$ cat config.mk
export PLATFORM = sky130hd
export DESIGN_NAME = assoc_lru_cache_tag_store_unit
export DESIGN_NICKNAME = d
export VERILOG_FILES = /design/src/rtl/alru_pkg.sv /design/src/rtl/alru_lookup.sv /design/src/rtl/alru_lines.sv /design/src/rtl/alru_stats.sv /design/src/rtl/assoc_lru_cache_tag_store_unit.sv
export VERILOG_INCLUDE_DIRS = /design/src /design/src/rtl
export SDC_FILE = /design/constraint.sdc
export NUM_CORES = 1
export LEC_CHECK = 0
export BUFFER_PORTS_ARGS = -buffer_cell sky130_fd_sc_hd__buf_2
export CAP_MARGIN = 20
export CORE_ASPECT_RATIO = 1.2
export CORE_MARGIN = 2
export CORE_UTILIZATION = 45
export CTS_BUF_LIST = sky130_fd_sc_hd__clkbuf_8
export DETAILED_ROUTE_END_ITERATION = 16
export HOLD_SLACK_MARGIN = 0.05
export SETUP_SLACK_MARGIN = 0.4
export SLEW_MARGIN = 20
export SYNTH_ARGS = -nofsm -noshare
export SYNTH_HDL_FRONTEND = slang
export SYNTH_SLANG_ARGS = --single-unit
export TNS_END_PERCENT = 1
$ cat constraint.sdc
create_clock -name clk -period 6.5 [get_ports clk]
set_input_delay 1.3 -clock clk [delete_from_list [all_inputs] [get_ports clk]]
set_output_delay 1.3 -clock clk [all_outputs]
set_load 0.03 [all_outputs]
$ cat src/rtl/assoc_lru_cache_tag_store_unit_macros.svh
// ---------------------------------------------------------------------------
// assertion macros for the lru tag store
// both macros expect clk and rst_n in the scope of the use site
// ---------------------------------------------------------------------------
`ifndef ASSOC_LRU_CACHE_TAG_STORE_UNIT_MACROS_SVH
`define ASSOC_LRU_CACHE_TAG_STORE_UNIT_MACROS_SVH

// property checked at every clock edge outside reset
`define ALRU_ASSERT(lbl, prop, msg) \
  lbl: assert property (@(posedge clk) disable iff (!rst_n) prop) \
    else $error(msg);

// consequent checked in the cycle after the antecedent
`define ALRU_ASSERT_NEXT(lbl, ante, cons, msg) \
  lbl: assert property (@(posedge clk) disable iff (!rst_n) (ante) |=> (cons)) \
    else $error(msg);

`endif

$ cat src/rtl/alru_pkg.sv
// ---------------------------------------------------------------------------
// alru_pkg
// shared widths, defaults, outcome codes and lookup kind for the tag store
// ---------------------------------------------------------------------------
package alru_pkg;

  // fixed field widths
  localparam int ADDR_W  = 32;
  localparam int CNT_W   = 32;
  localparam int SLOT_W  = 2;
  localparam int OUTC_W  = 2;

  // default geometry
  localparam int WAYS_DEF        = 4;
  localparam int OFFSET_BITS_DEF = 4;

  // outcome codes
  localparam logic [OUTC_W-1:0] OUT_HIT  = 2'd0;
  localparam logic [OUTC_W-1:0] OUT_COLD = 2'd1;
  localparam logic [OUTC_W-1:0] OUT_REPL = 2'd2;

  // lookup classification, exactly one member set
  typedef struct packed {
    logic hit;
    logic cold;
    logic repl;
  } alru_kind_t;

endpackage

$ cat src/rtl/alru_lookup.sv
// ---------------------------------------------------------------------------
// alru_lookup
// parallel tag compare, empty line search and victim pick for one access
// ---------------------------------------------------------------------------
module alru_lookup
  import alru_pkg::*;
#(
  parameter int WAYS  = WAYS_DEF,
  parameter int TAG_W = ADDR_W - OFFSET_BITS_DEF
) (
  input  logic [WAYS-1:0][TAG_W-1:0]          line_tag,
  input  logic [WAYS-1:0]                     line_valid,
  input  logic [WAYS-1:0][$clog2(WAYS)-1:0]   line_age,
  input  logic [TAG_W-1:0]                    req_tag,
  output alru_kind_t                          kind,
  output logic [$clog2(WAYS)-1:0]             way_idx
);

  localparam int IDX_W = $clog2(WAYS);
  localparam logic [IDX_W-1:0] AGE_MAX = IDX_W'(WAYS - 1);

  logic [WAYS-1:0] match;
  logic [WAYS-1:0] empty;
  logic [WAYS-1:0] oldest;
  logic [WAYS-1:0] pick;
  logic            any_hit;
  logic            any_empty;

  // per-line compare and rank checks
  always_comb begin
    for (int i = 0; i < WAYS; i++) begin
      match[i]  = line_valid[i] && (line_tag[i] == req_tag);
      empty[i]  = !line_valid[i];
      oldest[i] = (line_age[i] == AGE_MAX);
    end
  end

  assign any_hit   = |match;
  assign any_empty = |empty;

  // choose the candidate set for this access
  always_comb begin
    priority if (any_hit) begin
      pick = match;
    end else if (any_empty) begin
      pick = empty;
    end else begin
      pick = oldest;
    end
  end

  // lowest-numbered line of the candidate set wins
  always_comb begin
    way_idx = '0;
    for (int i = WAYS - 1; i >= 0; i--) begin
      if (pick[i]) begin
        way_idx = IDX_W'(i);
      end
    end
  end

  assign kind.hit  = any_hit;
  assign kind.cold = !any_hit && any_empty;
  assign kind.repl = !any_hit && !any_empty;

endmodule

$ cat src/rtl/alru_lines.sv
// ---------------------------------------------------------------------------
// alru_lines
// line tags, valid bits and recency ranks with their per-access update
// ---------------------------------------------------------------------------
`include "assoc_lru_cache_tag_store_unit_macros.svh"

module alru_lines
  import alru_pkg::*;
#(
  parameter int WAYS  = WAYS_DEF,
  parameter int TAG_W = ADDR_W - OFFSET_BITS_DEF
) (
  input  logic                                clk,
  input  logic                                rst_n,
  input  logic                                go,
  input  alru_kind_t                          kind,
  input  logic [$clog2(WAYS)-1:0]             way_idx,
  input  logic [TAG_W-1:0]                    req_tag,
  output logic [WAYS-1:0][TAG_W-1:0]          line_tag,
  output logic [WAYS-1:0]                     line_valid,
  output logic [WAYS-1:0][$clog2(WAYS)-1:0]   line_age
);

  localparam int IDX_W = $clog2(WAYS);
  localparam logic [IDX_W-1:0] AGE_MAX = IDX_W'(WAYS - 1);

  logic [WAYS-1:0][TAG_W-1:0] tag_r, tag_nxt;
  logic [WAYS-1:0]            valid_r, valid_nxt;
  logic [WAYS-1:0][IDX_W-1:0] age_r, age_nxt;
  logic [IDX_W-1:0]           sel_age;
  logic [WAYS-1:0]            oldest;

  assign sel_age = age_r[way_idx];

  // rank update: selected line becomes most recent, younger lines age
  always_comb begin
    tag_nxt   = tag_r;
    valid_nxt = valid_r;
    age_nxt   = age_r;
    if (go) begin
      for (int j = 0; j < WAYS; j++) begin
        if (IDX_W'(j) == way_idx) begin
          age_nxt[j]   = '0;
          valid_nxt[j] = 1'b1;
          if (!kind.hit) begin
            tag_nxt[j] = req_tag;
          end
        end else if (valid_r[j]) begin
          if (kind.cold) begin
            if (age_r[j] != AGE_MAX) begin
              age_nxt[j] = age_r[j] + 1'b1;
            end
          end else if (age_r[j] < sel_age) begin
            age_nxt[j] = age_r[j] + 1'b1;
          end
        end
      end
    end
  end

  // line state
  always_ff @(posedge clk) begin
    if (!rst_n) begin
      tag_r   <= '0;
      valid_r <= '0;
      age_r   <= '0;
    end else begin
      tag_r   <= tag_nxt;
      valid_r <= valid_nxt;
      age_r   <= age_nxt;
    end
  end

  assign line_tag   = tag_r;
  assign line_valid = valid_r;
  assign line_age   = age_r;

  // lines holding the largest rank
  always_comb begin
    for (int i = 0; i < WAYS; i++) begin
      oldest[i] = (age_r[i] == AGE_MAX);
    end
  end

  // once full the ranks form a permutation with a single victim
  `ALRU_ASSERT(a_one_oldest, (&valid_r) |-> $onehot(oldest), "full store lacks one oldest line")
  // a line once filled stays valid
  `ALRU_ASSERT(a_valid_sticky, $past(rst_n) |-> ((valid_r & $past(valid_r)) == $past(valid_r)), "valid line lost")
  // the touched line is most recent afterwards
  `ALRU_ASSERT_NEXT(a_mru_rank, go, (age_r[$past(way_idx)] == '0) && valid_r[$past(way_idx)], "touched line not most recent")

endmodule

$ cat src/rtl/alru_stats.sv
// ---------------------------------------------------------------------------
// alru_stats
// saturating access and hit counters, read directly as result fields
// ---------------------------------------------------------------------------
module alru_stats
  import alru_pkg::*;
(
  input  logic             clk,
  input  logic             rst_n,
  input  logic             go,
  input  logic             hit,
  input  logic             action,
  output logic [CNT_W-1:0] access_count,
  output logic [CNT_W-1:0] fetch_hit_count,
  output logic [CNT_W-1:0] load_hit_count
);

  logic [CNT_W-1:0] total_r, total_nxt;
  logic [CNT_W-1:0] fetch_r, fetch_nxt;
  logic [CNT_W-1:0] load_r,  load_nxt;

  // increments that stop at all ones
  always_comb begin
    total_nxt = total_r;
    fetch_nxt = fetch_r;
    load_nxt  = load_r;
    if (go) begin
      if (total_r != '1) begin
        total_nxt = total_r + 1'b1;
      end
      if (hit && !action && (fetch_r != '1)) begin
        fetch_nxt = fetch_r + 1'b1;
      end
      if (hit && action && (load_r != '1)) begin
        load_nxt = load_r + 1'b1;
      end
    end
  end

  // counters
  always_ff @(posedge clk) begin
    if (!rst_n) begin
      total_r <= '0;
      fetch_r <= '0;
      load_r  <= '0;
    end else begin
      total_r <= total_nxt;
      fetch_r <= fetch_nxt;
      load_r  <= load_nxt;
    end
  end

  assign access_count    = total_r;
  assign fetch_hit_count = fetch_r;
  assign load_hit_count  = load_r;

endmodule

$ cat src/rtl/assoc_lru_cache_tag_store_unit.sv
// ---------------------------------------------------------------------------
// assoc_lru_cache_tag_store_unit
// fully associative tag store with lru replacement and hit statistics
// ---------------------------------------------------------------------------
// One access is taken per clock while busy is low; busy is high in reset
// and until the first edge that sees rst_n high. A taken access is held in
// the input register, then looked up and applied to the line state at the
// edge that also loads its result beat into the result register; the beat
// then sits on the out_ ports, marked by out_valid. The unit sustains one
// access per cycle, with a single compare-and-update pass between the input
// register and the result register. The receiver cannot stall, so every
// strobed beat must be taken in its cycle. The three counts are live
// registers and keep the last values between beats.
`include "assoc_lru_cache_tag_store_unit_macros.svh"

module assoc_lru_cache_tag_store_unit
  import alru_pkg::*;
#(
  parameter int WAYS        = WAYS_DEF,
  parameter int OFFSET_BITS = OFFSET_BITS_DEF
) (
  input  logic              clk,
  input  logic              rst_n,
  input  logic              start,
  output logic              busy,
  input  logic              in_action,
  input  logic [ADDR_W-1:0] in_address,
  output logic              out_valid,
  output logic              out_hit,
  output logic [OUTC_W-1:0] out_outcome,
  output logic [SLOT_W-1:0] out_slot,
  output logic [CNT_W-1:0]  out_access_count,
  output logic [CNT_W-1:0]  out_fetch_hit_count,
  output logic [CNT_W-1:0]  out_load_hit_count
);

  localparam int TAG_W = ADDR_W - OFFSET_BITS;
  localparam int IDX_W = $clog2(WAYS);

  logic                       busy_r;
  logic                       in_valid_r;
  logic                       in_action_r;
  logic [TAG_W-1:0]           in_tag_r;
  logic                       accept;

  logic [WAYS-1:0][TAG_W-1:0] line_tag;
  logic [WAYS-1:0]            line_valid;
  logic [WAYS-1:0][IDX_W-1:0] line_age;
  alru_kind_t                 kind;
  logic [IDX_W-1:0]           way_idx;
  logic [OUTC_W-1:0]          outcome_nxt;

  logic                       out_valid_r;
  logic                       out_hit_r;
  logic [OUTC_W-1:0]          out_outcome_r;
  logic [SLOT_W-1:0]          out_slot_r;

  assign accept = start && !busy_r;
  assign busy   = busy_r;

  // input register
  always_ff @(posedge clk) begin
    if (!rst_n) begin
      busy_r     <= 1'b1;
      in_valid_r <= 1'b0;
    end else begin
      busy_r     <= 1'b0;
      in_valid_r <= accept;
    end
  end

  always_ff @(posedge clk) begin
    if (accept) begin
      in_action_r <= in_action;
      in_tag_r    <= in_address[ADDR_W-1:OFFSET_BITS];
    end
  end

  // tag compare and victim choice
  alru_lookup #(
    .WAYS  (WAYS),
    .TAG_W (TAG_W)
  ) u_lookup (
    .line_tag   (line_tag),
    .line_valid (line_valid),
    .line_age   (line_age),
    .req_tag    (in_tag_r),
    .kind       (kind),
    .way_idx    (way_idx)
  );

  // line state update
  alru_lines #(
    .WAYS  (WAYS),
    .TAG_W (TAG_W)
  ) u_lines (
    .clk        (clk),
    .rst_n      (rst_n),
    .go         (in_valid_r),
    .kind       (kind),
    .way_idx    (way_idx),
    .req_tag    (in_tag_r),
    .line_tag   (line_tag),
    .line_valid (line_valid),
    .line_age   (line_age)
  );

  // statistics
  alru_stats u_stats (
    .clk             (clk),
    .rst_n           (rst_n),
    .go              (in_valid_r),
    .hit             (kind.hit),
    .action          (in_action_r),
    .access_count    (out_access_count),
    .fetch_hit_count (out_fetch_hit_count),
    .load_hit_count  (out_load_hit_count)
  );

  // outcome code
  always_comb begin
    priority if (kind.hit) begin
      outcome_nxt = OUT_HIT;
    end else if (kind.cold) begin
      outcome_nxt = OUT_COLD;
    end else begin
      outcome_nxt = OUT_REPL;
    end
  end

  // result register
  always_ff @(posedge clk) begin
    if (!rst_n) begin
      out_valid_r <= 1'b0;
    end else begin
      out_valid_r <= in_valid_r;
    end
  end

  always_ff @(posedge clk) begin
    if (in_valid_r) begin
      out_hit_r     <= kind.hit;
      out_outcome_r <= outcome_nxt;
      out_slot_r    <= SLOT_W'(way_idx);
    end
  end

  assign out_valid   = out_valid_r;
  assign out_hit     = out_hit_r;
  assign out_outcome = out_outcome_r;
  assign out_slot    = out_slot_r;

  // hit flag agrees with the outcome code
  `ALRU_ASSERT(a_hit_code, out_valid |-> (out_hit == (out_outcome == OUT_HIT)), "hit flag and outcome disagree")
  // outcome is one of the defined codes
  `ALRU_ASSERT(a_outcome_code, out_valid |-> (out_outcome == OUT_HIT || out_outcome == OUT_COLD || out_outcome == OUT_REPL), "undefined outcome code")
  // hit counts never pass the access count
  `ALRU_ASSERT(a_count_order, (out_fetch_hit_count <= out_access_count) && (out_load_hit_count <= out_access_count), "hit count above access count")
  // each looked-up access falls in exactly one class
  `ALRU_ASSERT(a_kind_onehot, in_valid_r |-> $onehot(kind), "lookup kind not one-hot")

endmodule
After elaboration in Yosys (flattened, before gate mapping) --
Cells that the tools add are included.
Operators by class: add/sub/neg operators 7, $lt $le $gt $ge 5, eq/ne operators 22, mux-type cells 30, bitwise logic cells 1, reduce and logical (&&, ||, !) cells 43
Operator list (number):
- $eq 28x28->1 | 4
- $add 32x1->32 const B | 3
- $ne 32x32->1 const B | 3
- $mux 2 | 26
- $reduce_and 4->1 | 4
- $reduce_and 2->1 | 7
- $ne 3x1->1 const B | 4
- $reduce_and 3->1 | 4
- $reduce_bool 3->1 | 4
- $logic_and 1x1->1 | 10
- $add 2x1->2 const B | 4
- $eq 2x2->1 const B | 4
- $lt 2x2->1 | 4
- $mux 4 | 2
- $ne 2x2->1 const B | 4
- $reduce_bool 2->1 | 4
- $reduce_or 4->1 | 2
- $logic_not 1->1 | 7
- $bmux 2 s2 | 1
- $eq 2x2->1 const A | 2
- $lt 2x3->1 const B | 1
- $eq 1x2->1 const A | 1
- $logic_not 2->1 | 1
- $mux 1 | 1
- $not 1->1 | 1
Word-level totals: register bits after elaboration 257, output and inout port bits 103, word-level logic and storage cells 131

Longest topological paths before layout --
Gate-level depths: netlist of run 1.
depth in word-level cells 15, gate-level depth with buffers 14, mapped depth without buffers 12

Cells and area by module --
From an unflattened synthesis of run 1, not the netlist that was laid out.
Unflattened totals: cells, all modules 1443, area, all modules 12660.9 um2
Modules (own cells, without submodules):
- alru_lines | times used 1, cells an instance 598, area an instance 5176.2 um2
- alru_stats | times used 1, cells an instance 615, area an instance 4931.0 um2
- alru_lookup | times used 1, cells an instance 187, area an instance 1437.6 um2
- assoc_lru_cache_tag_store_unit | times used 1, cells an instance 43, area an instance 1116.1 um2

Worst setup path after synthesis of run 1 --
Ideal clock, no wire load.
kind reg2reg, start point register u_stats.load_r[6], in the netlist u_stats.load_hit_count[6], end point register u_stats.load_r[22], in the netlist u_stats.load_hit_count[22], arrival 2962 ps, required time 6372 ps, setup slack 3411 ps, stages on the path, launching flop included 12, buffers on the path 1, clock period less this slack 3089 ps, cells stage by stage dfxtp_1 and4_1 and4_1 nand4_1 or4_4 nor4_4 nand4_2 o311ai_2 buf_4 nor3_1 xnor2_1 nor2_1
On the way: cells in the longest elaborated chain, start to end 3, elaborated cells on any way between the ends 4, those cells by class 1 x add/sub; 1 x eq/ne; 2 x reduce/logical
Ends and longest elaborated chain:
- start: declaration | RTL line alru_stats.sv:20 | logic [CNT_W-1:0] load_r, load_nxt;
- start signal: assignment | RTL line alru_stats.sv:49 | load_r <= load_nxt;
- parallel branches: the longest is 3 deep, another holds $add 32x1->32
Parallel ways; which one is timed is not known. A chain may end at the register's enable or synchronous reset.

Final worst setup path of run 1 --
start point register in_tag_r[12], end point register u_lines.age_r (netlist bit u_lines.line_age[2])
On the way: cells in the longest elaborated chain, start to end 13, elaborated cells on any way between the ends 27, those cells by class 1 x order compare; 6 x eq/ne; 10 x mux; 10 x reduce/logical
Ends and longest elaborated chain:
- start: declaration | RTL line assoc_lru_cache_tag_store_unit.sv:43 | logic [TAG_W-1:0] in_tag_r;
- start signal: assignment | RTL line assoc_lru_cache_tag_store_unit.sv:75 | in_tag_r <= in_address[ADDR_W-1:OFFSET_BITS];
- $eq 28x28->1 | RTL line alru_lookup.sv:32 | match[i] = line_valid[i] && (line_tag[i] == req_tag);
- $logic_and 1x1->1 | RTL line alru_lookup.sv:32
- $reduce_or 4->1 | RTL line alru_lookup.sv:38 | assign any_hit = |match;
- $mux 4 | RTL line alru_lookup.sv:43 | priority if (any_hit) begin
- $mux 2 (4 in a row) | RTL line alru_lookup.sv:56 | if (pick[i]) begin
- $bmux 2 s2 | RTL line alru_lines.sv:33 | assign sel_age = age_r[way_idx];
- $mux 2 (implied by the code) | RTL line alru_lines.sv:33
- $lt 2x2->1 | RTL line alru_lines.sv:53 | end else if (age_r[j] < sel_age) begin
- $reduce_bool 3->1 (no line)
- $reduce_and 4->1 (no line)
- end signal: assignment | RTL line alru_lines.sv:70 | age_r <= age_nxt;
- end: declaration | RTL line alru_lines.sv:29 | logic [WAYS-1:0][IDX_W-1:0] age_r, age_nxt;
Several ways; a longest one is shown, not always the timed one. The select of a mux whose other input is x is not followed.

==> results of run 1 <==
## placed cells by master, fill, tap and decap left out, drive strengths merged, types with 8 or more instances in the layout
master	Yosys	layout
or3	28	28
xnor2	133	133
and3	15	15
xor2	44	44
nor4	18	18
nand3	42	42
and2	8	8
dfxtp	223	223
nand2	63	63
edfxtp	34	34
nand4	54	54
clkbuf	36	50
o21ai	30	30
nor3	20	20
inv	34	58
nor2	224	224
mux2i	125	125
buf	39	136
and4	8	8
a21oi	35	35
## cell type report
| cell class | count | area [µm²] |
|---|---|---|
| Tap cell | 335 | 419 |
| Clock inverter | 28 | 115 |
| Multi-Input combinational cell | 911 | 6080 |
| Clock buffer | 50 | 688 |
| Timing Repair Buffer | 136 | 686 |
| Fill cell | 2534 | 12700 |
| Sequential cell | 257 | 5490 |
| Inverter | 35 | 141 |
## path summary, 6_finish.rpt
path	from	to	cells past startpoint
setup reg to reg	in_tag_r[12]	u_lines.line_age[2]	10
hold reg to reg	u_stats.load_hit_count[23]	u_stats.load_hit_count[23]	2
setup / recovery	in_tag_r[12]	u_lines.line_age[2]	10
hold / removal	u_stats.load_hit_count[23]	u_stats.load_hit_count[23]	2
## per-layer routing
| metal | GRT usage | wire length [µm] | share of wire |
|---|---|---|---|
| met1 | 0.246 | 12300 | 0.46 |
| met2 | 0.325 | 13000 | 0.48 |
| met3 | 0.0331 | 1180 | 0.043 |
| met4 | 0.0558 | 566 | 0.021 |
| met5 | 0 | 0 | 0 |
## power breakdown
part,internal (mW),total [mW],switching [mW]
Sequential,1.63,1.66,0.0336
Combinational,0.0471,0.116,0.0686
Clock,0.698,1.33,0.627
Total,2.37,3.10,0.730
## cell families after synthesis
kind of cell | after synthesis | synth area share
compound gates | 95 | 0.0507
xor+xnor | 177 | 0.134
fa+ha+maj | 7 | 0.00726
buf+inv | 110 | 0.0424
flops | 257 | 0.454
mux | 126 | 0.105
simple gates | 506 | 0.207
## flip-flops by register name (all words and copies together) (netlist names)
| name | flops |
|---|---|
| in_action_r | 1 |
| u_stats.access_count | 32 |
| u_lines.line_valid | 4 |
| busy | 1 |
| out_hit | 1 |
| out_outcome | 2 |
| out_slot | 2 |
| out_valid | 1 |
| in_valid_r | 1 |
| u_stats.load_hit_count | 32 |
| in_tag_r | 28 |
| u_stats.fetch_hit_count | 32 |
| u_lines.line_age | 8 |
| u_lines.line_tag | 112 |
## critical path: stages (launching register included)
cell and delay (ns):
edfxtp_1 0.61, xnor2_1 0.27, nand4_1 0.19, or4_1 0.44
a2111oi_1 0.52, a31o_1 0.42, mux2i_1 0.38, a21oi_1 0.15
a32o_1 0.27, a22oi_1 0.32, mux2i_1 0.22
## stage by stage
step	total power [mW]	setup slack [ns]	util	area, µm²
2_1_floorplan	1.78	3.41	-	12100
3_3_place_gp	1.81	2.75	0.486	12800
3_5_place_dp	1.81	2.75	0.486	12800
4_1_cts	3.16	2.72	0.517	13600
5_1_grt	3.24	2.32	0.517	13600
6_report	3.10	2.63	0.517	13600
==> flow_results.xml, run 1 <==
<?xml version="1.0" encoding="UTF-8"?>
<metrics>
  <group name="floorplanning">
    <metric name="fp.coreArea" unit="µm²">26400</metric>
    <metric name="fp-row-count" unit="">65</metric>
    <metric name="initial_utilization" unit="">0.458</metric>
    <metric name="io_pins" unit="">139</metric>
    <metric name="die-width" unit="µm">154</metric>
    <metric name="chipHeight" unit="µm">183</metric>
    <metric name="dieArea" unit="µm²">28200</metric>
  </group>
  <group name="outcome">
    <metric name="status" unit="">finished clean</metric>
  </group>
  <group name="logic_synthesis">
    <metric name="ys_warn_count" unit="">0</metric>
    <metric name="ys_top_cells_by_count" unit="">dfxtp_1 (223), nor2_1 (222), mux2i_1 (125), xnor2_1 (124), nand2_1 (60)</metric>
    <metric name="synth.top_cell.area_share" unit="">0.370</metric>
    <metric name="synthTopCellsByArea" unit="">dfxtp_1 (37%), mux2i_1 (10%), xnor2_1 (9.0%)</metric>
    <metric name="synth_edf_count" unit="">34</metric>
    <metric name="synth_area_leader_cell" unit="">dfxtp_1</metric>
    <metric name="netlist_area" unit="µm²">12100</metric>
    <metric name="synthMostInstantiatedCell" unit="">dfxtp_1</metric>
    <metric name="synth-seq-area-share" unit="">0.454</metric>
    <metric name="syn-instance-count" unit="">1278</metric>
    <metric name="synth.avg_cell_area" unit="µm²">9.44</metric>
    <metric name="synth.lib_cells_used.distinct" unit="">71</metric>
    <metric name="synthesis.nets" unit="">1321</metric>
    <metric name="ys_async_sr_fraction" unit="">0</metric>
    <metric name="dominantRegCellSynth" unit="">dfxtp_1</metric>
    <metric name="synth-seq-cells" unit="">257</metric>
  </group>
  <group name="sta">
    <metric name="finalSetupViolations" unit="">0</metric>
    <metric name="post-route-min-period" unit="ns">3.87</metric>
    <metric name="maxSlewHeadroom" unit="">0.282</metric>
    <metric name="pins_over_slew_limit" unit="">0</metric>
    <metric name="finalCritPeriodShare" unit="">0.595</metric>
    <metric name="hold_viol_final" unit="">0</metric>
    <metric name="clock.fmax" unit="GHz">0.258</metric>
    <metric name="hold_ws" unit="ns">0.494</metric>
    <metric name="grt_setup_unrepaired" unit="">false</metric>
    <metric name="max_slew.worst_pin.slew" unit="ns">1.08</metric>
    <metric name="worst_clock_skew" unit="ns">0.0134</metric>
    <metric name="setup_total_negative_slack" unit="ns">0</metric>
  </group>
  <group name="clock_tree">
    <metric name="cts.hold.buffers_added" unit="">0</metric>
    <metric name="cts-buffers-inserted" unit="">44</metric>
    <metric name="cts.clk_slew.worst_paths" unit="ns">0.06</metric>
    <metric name="post_cts.repair.setup_buffers" unit="">0</metric>
    <metric name="htree_num_levels" unit="">2</metric>
    <metric name="cts_sinks" unit="">257</metric>
    <metric name="cts-root-to-sink-buffers" unit="">3</metric>
    <metric name="cts_resized" unit="">0</metric>
    <metric name="clk-insertion-delay-late" unit="ns">0.54</metric>
    <metric name="tritoncts_clock_tree" unit="">built</metric>
    <metric name="buffer_cell_driving_the_clock_tree_root" unit="">clkbuf_8</metric>
  </group>
  <group name="global_route">
    <metric name="wire_length_of_the_first_global_routing_pass" unit="mm">43.8</metric>
    <metric name="initial_antenna_violation_count" unit="">0</metric>
    <metric name="first_global_vias" unit="">8440</metric>
    <metric name="globalRoute.totalOverflow" unit="">0</metric>
    <metric name="grt_start_max_net_pins" unit="">93</metric>
    <metric name="track_usage" unit="">0.190</metric>
  </group>
  <group name="placement">
    <metric name="place_inst" unit="">1674</metric>
    <metric name="post_dp_hpwl" unit="mm">18.5</metric>
    <metric name="gpl.final_weighted_congestion" unit="">0.816</metric>
    <metric name="io_buffers" unit="">134</metric>
  </group>
  <group name="finish">
    <metric name="syn2layout_area_growth" unit="%">12.8</metric>
    <metric name="diodes_inserted" unit="">0</metric>
    <metric name="drive_above_1_share" unit="">0.164</metric>
    <metric name="post_layout_nonfiller_instances" unit="">1752</metric>
    <metric name="num-nets-final" unit="">1428</metric>
  </group>
  <group name="pwr">
    <metric name="ir_drop" unit="mV">0.179</metric>
    <metric name="static-leakage-power" unit="nW">5.82</metric>
    <metric name="power_per_cell_area" unit="nW/µm²">228</metric>
  </group>
  <group name="routing">
    <metric name="first_iter_violations" unit="">506</metric>
    <metric name="drt-wirelength-per-cell" unit="µm">15.5</metric>
    <metric name="drc" unit="">0</metric>
    <metric name="wirelength" unit="mm">27.1</metric>
    <metric name="via_count" unit="">9118</metric>
    <metric name="firstDrtPassIters" unit="">5</metric>
    <metric name="routed_via_density" unit="">5.20</metric>
    <metric name="ant_nets" unit="">0</metric>
  </group>
  <group name="setup_path">
    <metric name="required" unit="ns">6.97</metric>
    <metric name="crit_fanout" unit="">9</metric>
    <metric name="endpoint_kind" unit="">flip-flop</metric>
    <metric name="criticalPathCategory" unit="">flip-flop to flip-flop</metric>
    <metric name="arrival_worst_endpoint" unit="ns">4.34</metric>
    <metric name="reg2reg_slack" unit="ns">2.63</metric>
    <metric name="worst_setup_path_start_kind" unit="">flip-flop</metric>
  </group>
  <group name="flow_run">
    <metric name="maxCapViolCount" unit="">0</metric>
  </group>
  <group name="hold_path">
    <metric name="timing.hold.worst.class" unit="">flip-flop to flip-flop</metric>
  </group>
</metrics>
No activity file was read; power rests on OpenSTA's default activity.
==> run 2, diff against run 1 <==
Clock period 6.5 ns to 3.7 ns, I/O delays scaled along.
==> flow_results.xml, run 2 (synthesis gave the netlist of run 1 again) <==
<?xml version="1.0" encoding="UTF-8"?>
<metrics>
  <group name="finish">
    <metric name="post_layout_nonfiller_instances" unit="">1813</metric>
    <metric name="syn2layout_area_growth" unit="%">19.2</metric>
    <metric name="final_common_cell" unit="">dfxtp_1</metric>
    <metric name="layout.cells.most_common_list" unit="">dfxtp_1 (223), nor2_1 (222), buf_2 (134)</metric>
    <metric name="num-nets-final" unit="">1492</metric>
    <metric name="max_reg_flops" unit="">112</metric>
    <metric name="num-fill-cells" unit="">2469</metric>
    <metric name="drive_above_1_share" unit="">0.216</metric>
    <metric name="diodes_inserted" unit="">0</metric>
    <metric name="finalInstanceArea" unit="µm²">14400</metric>
  </group>
  <group name="placement">
    <metric name="gpl.final_weighted_congestion" unit="">0.856</metric>
    <metric name="post_dp_hpwl" unit="mm">19.5</metric>
    <metric name="post_dp_cell_area" unit="µm²">13200</metric>
    <metric name="place_inst" unit="">1709</metric>
    <metric name="io_buffers" unit="">134</metric>
  </group>
  <group name="pwr">
    <metric name="static-leakage-power" unit="nW">6.24</metric>
    <metric name="power.share.sequential" unit="">0.531</metric>
    <metric name="power" unit="mW">5.46</metric>
    <metric name="power.net_switching" unit="mW">1.30</metric>
    <metric name="pwr-share-comb" unit="">0.050</metric>
    <metric name="power_per_cell_area" unit="nW/µm²">380</metric>
    <metric name="ir_drop" unit="mV">0.358</metric>
    <metric name="clockPowerShare" unit="">0.418</metric>
    <metric name="swShare" unit="">0.239</metric>
    <metric name="internal_power" unit="mW">4.16</metric>
  </group>
  <group name="setup_path">
    <metric name="worst_setup_path_start_kind" unit="">flip-flop</metric>
    <metric name="max_incr_delay_on_cp" unit="ns">0.56</metric>
    <metric name="crit_fanout" unit="">9</metric>
    <metric name="slowest_stage" unit="">edfxtp_1</metric>
    <metric name="required" unit="ns">4.17</metric>
    <metric name="crit_chain" unit="">xnor2_1 -&gt; nand4_1 -&gt; nor2_1 -&gt; nand3_2 -&gt; nand2_2 -&gt; nor2_4 -&gt; inv_6 -&gt; and3_4 -&gt; o31ai_4 -&gt; or3_4 -&gt; or4_1 -&gt; a21oi_1</metric>
    <metric name="criticalPathCategory" unit="">flip-flop to flip-flop</metric>
    <metric name="endpoint_kind" unit="">flip-flop</metric>
    <metric name="arrival_worst_endpoint" unit="ns">3.78</metric>
    <metric name="reg2reg_slack" unit="ns">0.40</metric>
  </group>
  <group name="routing">
    <metric name="ant_nets" unit="">0</metric>
    <metric name="wirelength" unit="mm">28.5</metric>
    <metric name="firstDrtPassIters" unit="">4</metric>
    <metric name="drc" unit="">0</metric>
    <metric name="via_count" unit="">9411</metric>
    <metric name="drt-wirelength-per-cell" unit="µm">15.7</metric>
    <metric name="first_iter_violations" unit="">422</metric>
    <metric name="routed_via_density" unit="">5.19</metric>
  </group>
  <group name="hold_path">
    <metric name="timing.hold.worst.class" unit="">primary input to flip-flop</metric>
  </group>
  <group name="clock_tree">
    <metric name="cts-root-to-sink-buffers" unit="">3</metric>
    <metric name="htree_num_levels" unit="">2</metric>
    <metric name="tritoncts_clock_tree" unit="">built</metric>
    <metric name="cts-buffers-inserted" unit="">43</metric>
    <metric name="cts_sinks" unit="">257</metric>
    <metric name="clk-insertion-delay-late" unit="ns">0.57</metric>
    <metric name="buffer_cell_driving_the_clock_tree_root" unit="">clkbuf_8</metric>
    <metric name="cts.clk_slew.worst_paths" unit="ns">0.06</metric>
  </group>
  <group name="global_route">
    <metric name="globalRoute.totalOverflow" unit="">0</metric>
    <metric name="first_global_vias" unit="">8879</metric>
    <metric name="initial_antenna_violation_count" unit="">0</metric>
    <metric name="grt_start_max_net_pins" unit="">87</metric>
    <metric name="track_usage" unit="">0.199</metric>
    <metric name="wire_length_of_the_first_global_routing_pass" unit="mm">45.8</metric>
  </group>
  <group name="sta">
    <metric name="grt_setup_unrepaired" unit="">true</metric>
    <metric name="hold_viol_final" unit="">0</metric>
    <metric name="maxSlewHeadroom" unit="">0.527</metric>
    <metric name="finalSetupViolations" unit="">0</metric>
    <metric name="setup_total_negative_slack" unit="ns">0</metric>
    <metric name="finalCritPeriodShare" unit="">0.892</metric>
    <metric name="max_slew.worst_pin.slew" unit="ns">0.710</metric>
    <metric name="post-route-min-period" unit="ns">3.30</metric>
    <metric name="clock.fmax" unit="GHz">0.303</metric>
    <metric name="pins_over_slew_limit" unit="">0</metric>
    <metric name="worst_clock_skew" unit="ns">0.0337</metric>
    <metric name="hold_ws" unit="ns">0.349</metric>
  </group>
  <group name="floorplanning">
    <metric name="chipHeight" unit="µm">183</metric>
    <metric name="initial_utilization" unit="">0.458</metric>
    <metric name="dieArea" unit="µm²">28200</metric>
    <metric name="fp.coreArea" unit="µm²">26400</metric>
    <metric name="io_pins" unit="">139</metric>
    <metric name="fp-row-count" unit="">65</metric>
    <metric name="die-width" unit="µm">154</metric>
  </group>
  <group name="flow_run">
    <metric name="maxCapViolCount" unit="">0</metric>
  </group>
  <group name="outcome">
    <metric name="status" unit="">finished clean</metric>
  </group>
</metrics>
[run 2: cell count changes in the layout (fill, tap and decap cells not counted), moves of 2 or more]
| cell | previous run | this run |
|---|---|---|
| nor4_1 | 15 | 11 |
| nor4_4 | 1 | 4 |
| inv_1 | 56 | 50 |
| xnor2_2 | 9 | 21 |
| buf_4 | 2 | 59 |
| clkbuf_8 | 50 | 48 |
| xnor2_1 | 124 | 112 |
| clkinv_1 | 1 | 6 |
| buf_12 | 0 | 8 |
[run 2: worst max-delay path, delay by kind of cell, from the launching register on]
family / cells / cell delay (ns)
DFF: 1 / 0.56
and+or+nand+nor: 8 / 2.10
AOI/OAI and AO/OA: 2 / 0.21
xor gates and xnor gates: 1 / 0.26
buffers and inverters: 1 / 0.08
[run 2: area by class of cell]
cell class,instances,area (µm²),share of cell area
clock inverters,26,108,0.00748
inverters,35,141,0.00983
multi-input cells,911,6300,0.438
flip-flops and latches,257,5490,0.381
well taps,335,419,0.0291
repair buffers,201,1270,0.0885
clock buffers,48,661,0.0459
[run 2: power by group through the flow]
stage | combinational (mW) | sequential, mW | clock, mW
floorplan | 0.185 | 2.94 | 0
global placement | 0.247 | 2.96 | 0
detailed placement | 0.248 | 2.96 | 0
CTS | 0.256 | 2.90 | 2.36
global route | 0.301 | 2.90 | 2.49
finish | 0.276 | 2.90 | 2.28
[run 2: worst paths after layout]
path	start	to	depth (start not counted)
worst max-delay path	in_tag_r[9]	u_stats.load_hit_count[23]	12
worst min-delay path	in_address[15]	in_tag_r[11]	1
worst max register to register	in_tag_r[9]	u_stats.load_hit_count[23]	12
worst min register to register	u_stats.load_hit_count[23]	u_stats.load_hit_count[23]	2
[run 2: repair_timing]
item,4_1_cts,5_1_grt
setup buffers,6,23
setup endpoints to repair,77,120
hold endpoints to repair,0,0
pin swaps,1,16
resized for setup,6,26
hold buffers,0,0
[run 2: metrics by stage]
stage | worst slack [ns] | util
CTS | 0.273 | 0.531
detailed placement | 0.157 | 0.499
finish | 0.398 | 0.546
floorplan | 0.611 | -
global placement | 0.205 | 0.499
global route | 0.300 | 0.546
[run 2: layer usage]
layer	global-route usage	wire length [µm]
met3	0.0345	1270
met4	0.0785	863
met5	0	0
met2	0.336	13800
met1	0.254	12600
==> run 3, diff against run 2 <==
Settings changed: CORE_UTILIZATION 45 to 30.
==> flow_results.xml, run 3 (synthesis gave the netlist of run 1 again) <==
<?xml version="1.0" encoding="UTF-8"?>
<metrics>
  <group name="floorplanning">
    <metric name="io_pins" unit="">139</metric>
    <metric name="fp.coreArea" unit="µm²">39700</metric>
    <metric name="initial_utilization" unit="">0.304</metric>
    <metric name="fp-row-count" unit="">80</metric>
    <metric name="die-width" unit="µm">187</metric>
    <metric name="dieArea" unit="µm²">41900</metric>
    <metric name="chipHeight" unit="µm">224</metric>
  </group>
  <group name="routing">
    <metric name="routed_via_density" unit="">4.68</metric>
    <metric name="firstDrtPassIters" unit="">5</metric>
    <metric name="wirelength" unit="mm">30.5</metric>
    <metric name="via_count" unit="">9490</metric>
    <metric name="ant_nets" unit="">0</metric>
    <metric name="first_iter_violations" unit="">320</metric>
    <metric name="drt-wirelength-per-cell" unit="µm">15.1</metric>
    <metric name="drc" unit="">0</metric>
  </group>
  <group name="global_route">
    <metric name="first_global_vias" unit="">9101</metric>
    <metric name="wire_length_of_the_first_global_routing_pass" unit="mm">48.8</metric>
    <metric name="globalRoute.totalOverflow" unit="">0</metric>
    <metric name="initial_antenna_violation_count" unit="">1</metric>
    <metric name="track_usage" unit="">0.143</metric>
    <metric name="grt_start_max_net_pins" unit="">80</metric>
  </group>
  <group name="finish">
    <metric name="final_common_cell" unit="">dfxtp_1</metric>
    <metric name="sequential_cell_area" unit="µm²">5490</metric>
    <metric name="layout.cells.most_common_list" unit="">dfxtp_1 (223), nor2_1 (222), buf_2 (134)</metric>
    <metric name="max_reg_flops" unit="">112</metric>
    <metric name="layout.core_utilization" unit="">0.372</metric>
    <metric name="num-nets-final" unit="">1501</metric>
    <metric name="footprint_of_the_multi_input_gates" unit="µm²">6310</metric>
    <metric name="drive_above_1_share" unit="">0.224</metric>
    <metric name="syn2layout_area_growth" unit="%">22.3</metric>
    <metric name="num-fill-cells" unit="">4049</metric>
  </group>
  <group name="placement">
    <metric name="gpl.final_weighted_congestion" unit="">0.865</metric>
    <metric name="post_dp_hpwl" unit="mm">21.1</metric>
    <metric name="io_buffers" unit="">134</metric>
  </group>
  <group name="clock_tree">
    <metric name="cts-buffers-inserted" unit="">46</metric>
    <metric name="buffer_cell_driving_the_clock_tree_root" unit="">clkbuf_8</metric>
    <metric name="cts-root-to-sink-buffers" unit="">3</metric>
    <metric name="cts_sinks" unit="">257</metric>
    <metric name="tritoncts_clock_tree" unit="">built</metric>
    <metric name="htree_num_levels" unit="">2</metric>
    <metric name="cts.hold.buffers_added" unit="">0</metric>
    <metric name="clk-insertion-delay-late" unit="ns">0.58</metric>
    <metric name="cts.clk_slew.worst_paths" unit="ns">0.06</metric>
  </group>
  <group name="pwr">
    <metric name="static-leakage-power" unit="nW">6.30</metric>
    <metric name="power_per_cell_area" unit="nW/µm²">388</metric>
    <metric name="ir_drop" unit="mV">0.227</metric>
  </group>
  <group name="setup_path">
    <metric name="criticalPathCategory" unit="">flip-flop to flip-flop</metric>
    <metric name="r2r_start" unit="">in_tag_r[5]</metric>
    <metric name="reg2regPathDepth" unit="">16</metric>
    <metric name="endpoint_kind" unit="">flip-flop</metric>
    <metric name="arrival_worst_endpoint" unit="ns">3.77</metric>
    <metric name="required" unit="ns">4.12</metric>
    <metric name="crit_fanout" unit="">7</metric>
    <metric name="worst_setup_path_start_kind" unit="">flip-flop</metric>
    <metric name="startpoint" unit="">in_tag_r[5]</metric>
  </group>
  <group name="hold_path">
    <metric name="timing.hold.worst_path_depth" unit="">1</metric>
    <metric name="worstHoldStart" unit="">in_address[31]</metric>
    <metric name="timing.hold.worst.class" unit="">primary input to flip-flop</metric>
  </group>
  <group name="outcome">
    <metric name="status" unit="">finished clean</metric>
  </group>
  <group name="sta">
    <metric name="maxSlewHeadroom" unit="">0.342</metric>
    <metric name="clock.fmax" unit="GHz">0.299</metric>
    <metric name="finalCritPeriodShare" unit="">0.904</metric>
    <metric name="finalSetupViolations" unit="">0</metric>
    <metric name="worst_clock_skew" unit="ns">0.0182</metric>
    <metric name="max_slew.worst_pin.slew" unit="ns">0.986</metric>
    <metric name="setup_total_negative_slack" unit="ns">0</metric>
    <metric name="post-route-min-period" unit="ns">3.35</metric>
    <metric name="pins_over_slew_limit" unit="">0</metric>
    <metric name="hold_viol_final" unit="">0</metric>
    <metric name="grt_setup_unrepaired" unit="">true</metric>
  </group>
  <group name="flow_run">
    <metric name="maxCapViolCount" unit="">0</metric>
  </group>
</metrics>
[run 3: area by class of cell]
cell class,count,area share
multi-input cells,911,0.427
clock inverters,30,0.0107
inverters,35,0.00958
flip-flops and latches,257,0.372
diodes,1,0.000169
clock buffers,52,0.0485
repair buffers,207,0.0873
well taps,533,0.0452
[run 3: timing repair]
| action | in CTS | in global routing |
|---|---|---|
| setup endpoints to repair | 74 | 115 |
| gates resized for setup | 2 | 38 |
| pin swaps | 1 | 25 |
| setup buffers | 1 | 21 |
[run 3: routing by layer]
layer	up-vias	global-route usage	routed length [µm]
li1	4748	-	-
met1	4439	0.175	13100
met2	228	0.244	14800
met3	75	0.0291	1460
met4	0	0.0635	1190
met5	-	0	0
[run 3: worst max-delay path, stage by stage, from the launching register on]
cell,delay (ns)
edfxtp_1,0.46
buf_6,0.18
xnor2_2,0.12
nand4_1,0.27
nor4_2,0.33
buf_4,0.16
nand4_1,0.17
nand2_2,0.12
nor2_4,0.07
clkinv_4,0.06
and3_4,0.20
o31ai_4,0.07
or3_4,0.45
buf_6,0.16
buf_4,0.13
o31ai_2,0.16
a21oi_1,0.09
[run 3: path summary, 6_finish.rpt]
kind,end,slack [ns]
hold reg to reg,u_stats.access_count[5],0.49
hold / removal,in_tag_r[27],0.34
setup / recovery,u_stats.load_hit_count[19],0.35
setup reg to reg,u_stats.load_hit_count[19],0.35
[run 3: metrics by stage]
step	power [mW]	setup slack [ns]	cell area, µm²	std cells	hold WS [ns]
2_1_floorplan	3.12	0.611	12100	1278	0.484
3_3_place_gp	3.22	0.159	13500	1921	0.477
3_5_place_dp	3.22	0.0866	13500	1921	0.491
4_1_cts	5.84	0.183	14400	2004	0.281
5_1_grt	5.99	0.204	14800	2026	0.298
6_report	5.73	0.355	14800	2026	0.336
[run 3: report_power, final]
group	switching [mW]	internal [mW]	total [mW]
logic	0.165	0.114	0.279
clock network	1.21	1.35	2.56
registers	0.0345	2.86	2.90
